==> config.mk <==
export PLATFORM = sky130hd
export DESIGN_NAME = hmac_ram
export DESIGN_NICKNAME = d
export VERILOG_FILES = /design/src/rtl/core/hmac_ram.sv
export SDC_FILE = /design/constraint.sdc
export NUM_CORES = 1
export LEC_CHECK = 0
export BUFFER_PORTS_ARGS = -buffer_cell sky130_fd_sc_hd__buf_4
export CORE_MARGIN = 1.5
export CORE_UTILIZATION = 45
export CTS_BUF_LIST = sky130_fd_sc_hd__clkbuf_4
export CTS_CLUSTER_SIZE = 12
export DETAILED_ROUTE_END_ITERATION = 8
export PLACE_DENSITY_LB_ADDON = 0.25
export SYNTH_ARGS = -nofsm -noshare
export SYNTH_HDL_FRONTEND = slang
export SYNTH_SLANG_ARGS = --single-unit
==> constraint.sdc <==
create_clock -name clk -period 4.3 [get_ports clk]
set_input_delay 0.43 -clock clk [delete_from_list [all_inputs] [get_ports clk]]
set_output_delay 0.43 -clock clk [all_outputs]
set_load 0.1 [all_outputs]
==> src/rtl/core/hmac_ram.sv <==
// ----------------------------------------------------------------------------
// HMAC generic RAM
// Single write port, single read port, registered read data.
// ----------------------------------------------------------------------------
`default_nettype none
module hmac_ram #(
  parameter int unsigned Width = 32,
  parameter int unsigned Depth = 16
) (
  input  wire logic                     clk,
  input  wire logic                     we,
  input  wire logic [$clog2(Depth)-1:0] waddr,
  input  wire logic [Width-1:0]         wdata,
  input  wire logic [$clog2(Depth)-1:0] raddr,
  output logic      [Width-1:0]         rdata
);
  logic [Width-1:0] mem [Depth];

  // write and registered read
  always_ff @(posedge clk) begin
    if (we) begin
      mem[waddr] <= wdata;
    end
    rdata <= mem[raddr];
  end
endmodule
`default_nettype wire

# After elaboration in Yosys (flattened, before gate mapping)

Memory sizes are Yosys's and may differ from the RTL's. A register that Yosys moved wholly into a read port is not among the register bits.
Index checks and enable logic that the tools add are counted.

Muxes and demuxes: 2

Operators by type and width:

| kind    | number |
|---|---|
| $mux W1 | 2 |

Register bits after elaboration: 0
RAM bits: 512
Input port bits: 42
Output and inout bits: 32
Word-level logic and storage cells: 3
Memories: 1

Memory list:

| name | words | width | read ports | clocked after Yosys merged registers in | write ports | line | source |
|---|---|---|---|---|---|---|---|
| mem  | 16    | 32    | 1          | 1                                       | 1           | 17   | `logic [Width-1:0] mem [Depth];` |

# Depth between registers and ports, before layout

Gate-level depths: netlist of run 1.

Depth after elaboration: 2
Mapped depth: 5
Gate-level depth less buffers: 3

# Least setup slack after synthesis of run 1

No wires, ideal clock.

Path kind: in2reg
Start point: input port waddr[2]
End point: memory mem[0][0], enable pin
Library setup time: 0.461 ns
Data arrival time: 3.148 ns
Required time: 3.839 ns
Setup slack: 0.690 ns
Stages on the path: 2
Buffers on the path: 0
Cells stage by stage: or3b_2 -> nor3_1

RTL lines:

| item               | line | source |
|---|---|---|
| start: declaration | 12   | `input wire logic [$clog2(Depth)-1:0] waddr,` |
| end: declaration   | 17   |  |

No word-level cell before the write port.

# Final worst setup path of run 1

Start point: register rdata[20], read port of mem
End point: output port rdata[20]

RTL lines:

| item               | line | source |
|---|---|---|
| start: declaration | 15   | `output logic [Width-1:0] rdata` |

No word-level cell between the ends.

==> summary.log, run 1 <==
[run_status] result of the run finished, final reports clean
[critical_path] Slowest Stage Delay on Critical Path 410 ps
[sta] transition time of the tightest slew-check pin 1235 ps
[grt] Total GRT Usage 0.1861
[floorplanning] initial standard-cell utilization of the core 0.4589
[critical_path] register-to-register setup slack 2790 ps
[layout] Final Net Count 1106
[synth] mean post-synth cell area 23.69 um2
[synth] proportion of synthesized chip area in sequential cells 0.8067
[synth] Syn Nets 880
[worst_hold_path] Tightest Hold Check Type input pin to flip-flop
[pwr] IR Drop Worst-Case VDD 0.0002341 V
[sta] time the final worst path needs with I/O delays and setup 1970 ps
[grt] global-route congestion overflow total 0
[sta] setup slack of the critical path after layout 2330 ps
[critical_path] type of the worst setup path flip-flop to output pin
[clock_tree] CTS tree yes
[critical_path] Startpoint Class flip-flop
[layout] commonest cells after routing, fill and taps aside sky130_fd_sc_hd__edfxtp_1, sky130_fd_sc_hd__clkbuf_4, sky130_fd_sc_hd__mux4_2
[grt] number of antenna violations at the first check in global routing 3
[critical_path] master of the slowest instance on the critical path sky130_fd_sc_hd__dfxtp_1
[clock_tree] maximum root-to-sink buffer count 3
[critical_path] worst path bufs/invs 1
[critical_path] critical path, cell by cell buf_4
[sta] hold violation count in the final report 0
[routing] detailed-route vias per instance 5.329
[clock_tree] root buffer cell sky130_fd_sc_hd__clkbuf_4
[clock_tree] clock transition time at the flip-flop clock pins of the worst setup and hold paths 70 ps
[critical_path] Reg2Reg Depth 3
[placement] RD Place Congestion 0.6944
[sta] Max-Slew Margin vs Limit 0.1748
[synth] Mapped Cells 838
[critical_path] critical path arrival 1540 ps
[critical_path] CP max FO 1
[routing] Vias 9358
[critical_path] required time reported for the critical path endpoint 3870 ps
[grt] wire length of the first global-routing pass 60.60 mm
[floorplanning] total core area 43270 um2
[pwr] static leakage power 7.737 nW
[routing] Routed Antenna Nets 0
[synth] synthesized flop and latch total 544
[placement] Post-Place Setup Slack 1716 ps
[sta] final max-slew violation count 0
[clock_tree] post-CTS setup-driven buffer insertion count 0
[routing] sum of routed wire length over all layers 40.41 mm
[worst_hold_path] worst min-delay path endpoint rdata[29]$_DFF_P_
[synth] unique cell type count in the Yosys netlist 18
[floorplanning] number of top-level pins 74
[layout] most frequent standard cell in the layout excluding fill and tap cells sky130_fd_sc_hd__edfxtp_1
[placement] # port buffers 73
[sta] clock skew after layout 51.61 ps
[sta] share of the clock period used by the worst path after layout 0.4581
[floorplanning] die width 213.0 um
[clock_tree] Skew-Pair Late Insertion Delay 790 ps
[clock_tree] CTS H-tree lvls 4
[clock_tree] number of hold-repair buffers added at the cts stage 32
[layout] final-layout fill cell count 3403
[critical_path] launch instance of the worst register-to-register path mem[3][7]$_DFFE_PP_
[layout] final core utilization 0.5414
[clock_tree] count of instances resized after the clock tree is built 0
[grt] number of global-route vias before repair 10150
[critical_path] cell family with most CP delay flip-flops
[floorplanning] chip height 213.0 um
[routing] violation count after the first detailed-route iteration 764
[worst_hold_path] worst hold stages 4
[sta] Finish-stage setup viols 0
[clock_tree] Num CTS Buffers 139
[floorplanning] Die Footprint 45390 um2
[routing] number of optimization iterations in the first detailed-route pass 5
[synth] yosys warns 0
[clock_tree] Clock Sink Count 544
[sta] maximum clock frequency 0.5076 GHz
[pwr] pwr/cell area 479.8 nW/um2
[placement] HPWL reported at the end of detailed placement 20.99 mm
[critical_path] worst flop-to-flop path endpoint rdata[7]$_DFF_P_
[synth] Mapped Area 19850 um2
[sta] setup tns final 0 ps
[routing] DRC violations left 0
[routing] WL per Instance 23.01 um
[run] max capacitance violation total 0
[layout] Layout area overhead 17.98%
[layout] share of final-layout standard cells stronger than drive strength 1 0.4029
[worst_hold_path] worst hold path startpoint raddr[3]
[critical_path] type of destination of the critical path output pin
[floorplanning] row count 76
[grt] largest net degree at the start of global routing 66
[sta] unrepaired setup endpoints after global routing false
area by class of cell:
type	instances	area, um2	share of cell area
diodes	2	5.005	0.0002137
well taps	585	732.0	0.03125
clock inverters	32	242.7	0.01036
flip-flops and latches	544	16020	0.6837
multi-input cells	251	3750	0.1601
clock buffers	214	1607	0.06859
repair buffers	128	1072	0.04578
sequential cells by signal, summed over array words and instances (netlist names):
register / flops
rdata: 32
mem: 512
synth_stat cells:
cell                       instances  share of area
sky130_fd_sc_hd__a22oi_1          64          0.024
sky130_fd_sc_hd__and2_1            1        0.00032
sky130_fd_sc_hd__buf_1             9         0.0017
sky130_fd_sc_hd__buf_2             4         0.0010
sky130_fd_sc_hd__buf_4            11         0.0042
sky130_fd_sc_hd__buf_6             2         0.0011
sky130_fd_sc_hd__clkbuf_1         17         0.0032
sky130_fd_sc_hd__dfxtp_1          32          0.032
sky130_fd_sc_hd__edfxtp_1        512           0.77
sky130_fd_sc_hd__mux4_2          128           0.15
sky130_fd_sc_hd__nand2_1          33         0.0062
sky130_fd_sc_hd__nand2b_1          2        0.00063
sky130_fd_sc_hd__nand3_1           1        0.00025
sky130_fd_sc_hd__nand3b_1          2        0.00076
sky130_fd_sc_hd__nor2_1           13         0.0025
sky130_fd_sc_hd__nor2b_1           2        0.00063
sky130_fd_sc_hd__nor3_1            4         0.0010
sky130_fd_sc_hd__or3b_2            1        0.00044
worst max path at each step:
stage                      startpoint                   end  slack (ps)  cells past startpoint
floorplan                    waddr[2]   mem[0][0]$_DFFE_PP_         690                      2
global placement             waddr[2]  mem[2][28]$_DFFE_PP_        1720                      3
detailed placement           waddr[2]   mem[2][4]$_DFFE_PP_        1720                      3
CTS                 rdata[20]$_DFF_P_             rdata[20]        2240                      1
global route        rdata[20]$_DFF_P_             rdata[20]        2230                      1
finish              rdata[20]$_DFF_P_             rdata[20]        2330                      1
power by group:
group / internal (mW) / switching (mW) / leakage [nW]
combinational: 0.262 / 0.552 / 1.75
sequential: 5.93 / 0.0362 / 4.89
clock: 2.50 / 1.96 / 1.09
total: 8.69 / 2.55 / 7.74
per-layer routing:
| metal | track usage | vias up | wire length [um] | share of wire |
|---|---|---|---|---|
| li1 | - | 4112 | - | - |
| met1 | 0.2652 | 4877 | 18350 | 0.45 |
| met2 | 0.2833 | 319 | 19000 | 0.47 |
| met3 | 0.04795 | 48 | 2541 | 0.063 |
| met4 | 0.05918 | 2 | 510 | 0.013 |
| met5 | 0 | - | 7 | 0.00017 |
stage by stage:
step	hold WS [ps]	std cells	cell area, um2	total power [mW]
5_1_grt	258.3	1756	23420	11.69
6_report	332.1	1756	23420	11.24
3_3_place_gp	643.5	1476	21250	6.870
4_1_cts	234.7	1754	23420	11.39
2_1_floorplan	528.9	838	19850	6.611
3_5_place_dp	658.2	1476	21250	6.879
cells by family (layout without fill, tap and decap cells):
| kind of cell | Yosys count | in the layout | share of synthesized area |
|---|---|---|---|
| AO/OA/AOI/OAI | 64 | 64 | 0.02420 |
| buffers and inverters | 43 | 374 | 0.01122 |
| flip-flops | 544 | 544 | 0.8067 |
| multiplexers | 128 | 128 | 0.1452 |
| other | 0 | 2 | 0 |
| AND/OR/NAND/NOR | 59 | 59 | 0.01273 |
No activity file was read; power rests on OpenSTA's default activity.
==> inputs of run 2 (changes only) <==
==> constraint.sdc (replaced) <==
create_clock -name clk -period 1.83 [get_ports clk]
set_input_delay 0.183 -clock clk [delete_from_list [all_inputs] [get_ports clk]]
set_output_delay 0.183 -clock clk [all_outputs]
set_load 0.1 [all_outputs]
==> run 2 against run 1 <==
  * Final cell count rose by 1.6%
  * Highest routed layer unchanged
  * Global-route usage up 0.86 points
  * Sequential cell count stayed put
  * Sequential power rose by 130%
==> summary.log, run 2 (same netlist as run 1, synthesis figures left out) <==
[critical_path] critical path, cell by cell mux4_2 > dlygate4sd3_1 > a22oi_1 > nand2_1
[sta] time the final worst path needs with I/O delays and setup 1747 ps
[grt] wire length of the first global-routing pass 62.78 mm
[sta] final max-slew violation count 0
[pwr] static leakage power 7.919 nW
[critical_path] type of destination of the critical path flip-flop
[floorplanning] number of top-level pins 74
[grt] global-route congestion overflow total 0
[floorplanning] initial standard-cell utilization of the core 0.4589
[clock_tree] Num CTS Buffers 138
[clock_tree] root buffer cell sky130_fd_sc_hd__clkbuf_4
[sta] Max-Slew Margin vs Limit 0.3198
[layout] commonest cells after routing, fill and taps aside sky130_fd_sc_hd__edfxtp_1, sky130_fd_sc_hd__clkbuf_4, sky130_fd_sc_hd__mux4_2
[placement] RD Place Congestion 0.7046
[layout] Layout area overhead 20.32%
[layout] register with the most flip-flops mem
[sta] transition time of the tightest slew-check pin 1018 ps
[sta] maximum clock frequency 0.5724 GHz
[sta] worst hold slack across all endpoints 109.3 ps
[clock_tree] post-CTS setup-driven buffer insertion count 0
[clock_tree] Clock Sink Count 544
[placement] # port buffers 73
[routing] DRC violations left 0
[routing] detailed-route vias per instance 5.452
[critical_path] launch instance of the worst register-to-register path mem[11][11]$_DFFE_PP_
[routing] Routed Antenna Nets 0
[routing] number of optimization iterations in the first detailed-route pass 5
[placement] Post-Place Setup Slack 76.59 ps
[floorplanning] total core area 43270 um2
[clock_tree] maximum root-to-sink buffer count 3
[layout] share of final-layout standard cells stronger than drive strength 1 0.3968
[sta] share of the clock period used by the worst path after layout 0.9547
[clock_tree] CTS tree yes
[critical_path] required time reported for the critical path endpoint 2500 ps
[worst_hold_path] worst min-delay path endpoint mem[8][26]$_DFFE_PP_
[critical_path] worst flop-to-flop path endpoint rdata[11]$_DFF_P_
[floorplanning] row count 76
[critical_path] register-to-register setup slack 80 ps
[run_status] result of the run finished, final reports clean
[clock_tree] CTS H-tree lvls 4
[clock_tree] clock transition time at the flip-flop clock pins of the worst setup and hold paths 70 ps
[routing] violation count after the first detailed-route iteration 796
[routing] WL per Instance 23.56 um
[floorplanning] chip height 213.0 um
[routing] sum of routed wire length over all layers 42.03 mm
[worst_hold_path] worst hold stages 4
[sta] hold violation count in the final report 0
[layout] largest registers mem (512), rdata (32)
[sta] clock skew after layout 44.98 ps
[critical_path] master of the slowest instance on the critical path sky130_fd_sc_hd__dlygate4sd3_1
[placement] HPWL reported at the end of detailed placement 21.25 mm
[sta] Finish-stage setup viols 0
[placement] DP Area 21770 um2
[grt] largest net degree at the start of global routing 39
[routing] Vias 9726
[worst_hold_path] Tightest Hold Check Type input pin to flip-flop
[layout] Final Instance Area 23890 um2
[worst_hold_path] worst hold path startpoint waddr[2]
[sta] setup slack of the critical path after layout 82.98 ps
[pwr] pwr/cell area 1084 nW/um2
[grt] number of global-route vias before repair 10418
[critical_path] Slowest Stage Delay on Critical Path 570 ps
[run] max capacitance violation total 0
[pwr] IR Drop Worst-Case VDD 0.0005245 V
[clock_tree] Skew-Pair Late Insertion Delay 800 ps
[grt] Total GRT Usage 0.1948
[floorplanning] die width 213.0 um
[layout] Final Net Count 1133
[layout] most frequent standard cell in the layout excluding fill and tap cells sky130_fd_sc_hd__edfxtp_1
[floorplanning] Die Footprint 45390 um2
[sta] unrepaired setup endpoints after global routing false
[critical_path] type of the worst setup path flip-flop to flip-flop
[critical_path] Startpoint Class flip-flop
[grt] number of antenna violations at the first check in global routing 3
[layout] flip-flop count of the largest register after layout 512
[critical_path] critical path arrival 2420 ps
[critical_path] Reg2Reg Depth 4
[critical_path] CP max FO 1
[layout] final-layout fill cell count 3321
==> run 2: final cells by class <==
cell class	instances	area (um2)	area share
flip-flops and latches	544	16020	0.6704
repair buffers	156	1642	0.06872
well taps	585	732.0	0.03064
diodes	2	5.005	0.0002095
multi-input cells	251	3777	0.1581
clock inverters	50	246.5	0.01032
clock buffers	196	1471	0.06159
==> run 2: layer usage <==
layer  track usage  vias up  wire (um)
met5             0        -         13
met4       0.06897        2        612
met3       0.04795       67       2828
met2        0.3033      361      20420
met1        0.2699     5108      18150
li1              -     4188          -
==> run 2: critical path: cells and delay by family, from the launching register on <==
kind | cells | cell delay (ps)
buf+inv | 1 | 570
mux | 1 | 460
flops | 1 | 360
compound gates | 1 | 190
simple gates | 1 | 60
==> run 2: through the flow <==
stage / instances / setup TNS, ps / power, mW / utilization
after global placement: 1497 / 0 / 16.24 / 0.5032
after global routing: 1784 / 0 / 26.96 / 0.5521
final: 1784 / 0 / 25.89 / 0.5521
after floorplan: 838 / -126880 / 15.54 / -
after CTS: 1782 / 0 / 26.25 / 0.5519
after detailed placement: 1497 / 0 / 16.27 / 0.5032
==> run 2: where the power goes <==
| part | total (mW) | internal [mW] | switching, mW |
|---|---|---|---|
| combinational | 2.02 | 0.699 | 1.32 |
| sequential | 14.0 | 13.9 | 0.0988 |
| clock | 9.85 | 5.23 | 4.63 |
==> run 2: worst max-delay path by stage <==
| stage | startpoint | end | cells past startpoint |
|---|---|---|---|
| 2_1_floorplan | waddr[2] | mem[10][0]$_DFFE_PP_ | 2 |
| 3_3_place_gp | raddr[2] | rdata[15]$_DFF_P_ | 5 |
| 3_5_place_dp | raddr[2] | rdata[20]$_DFF_P_ | 5 |
| 4_1_cts | rdata[19]$_DFF_P_ | rdata[19] | 1 |
| 5_1_grt | mem[11][11]$_DFFE_PP_ | rdata[11]$_DFF_P_ | 4 |
| 6_report | mem[11][11]$_DFFE_PP_ | rdata[11]$_DFF_P_ | 4 |
==> run 2: repair_timing <==
action / 4_1_cts / 5_1_grt
endpoints found under the hold margin: 662 / 0
hold buffers: 39 / 0
endpoints found under the setup margin: 0 / 1
gates resized for setup: 0 / 1
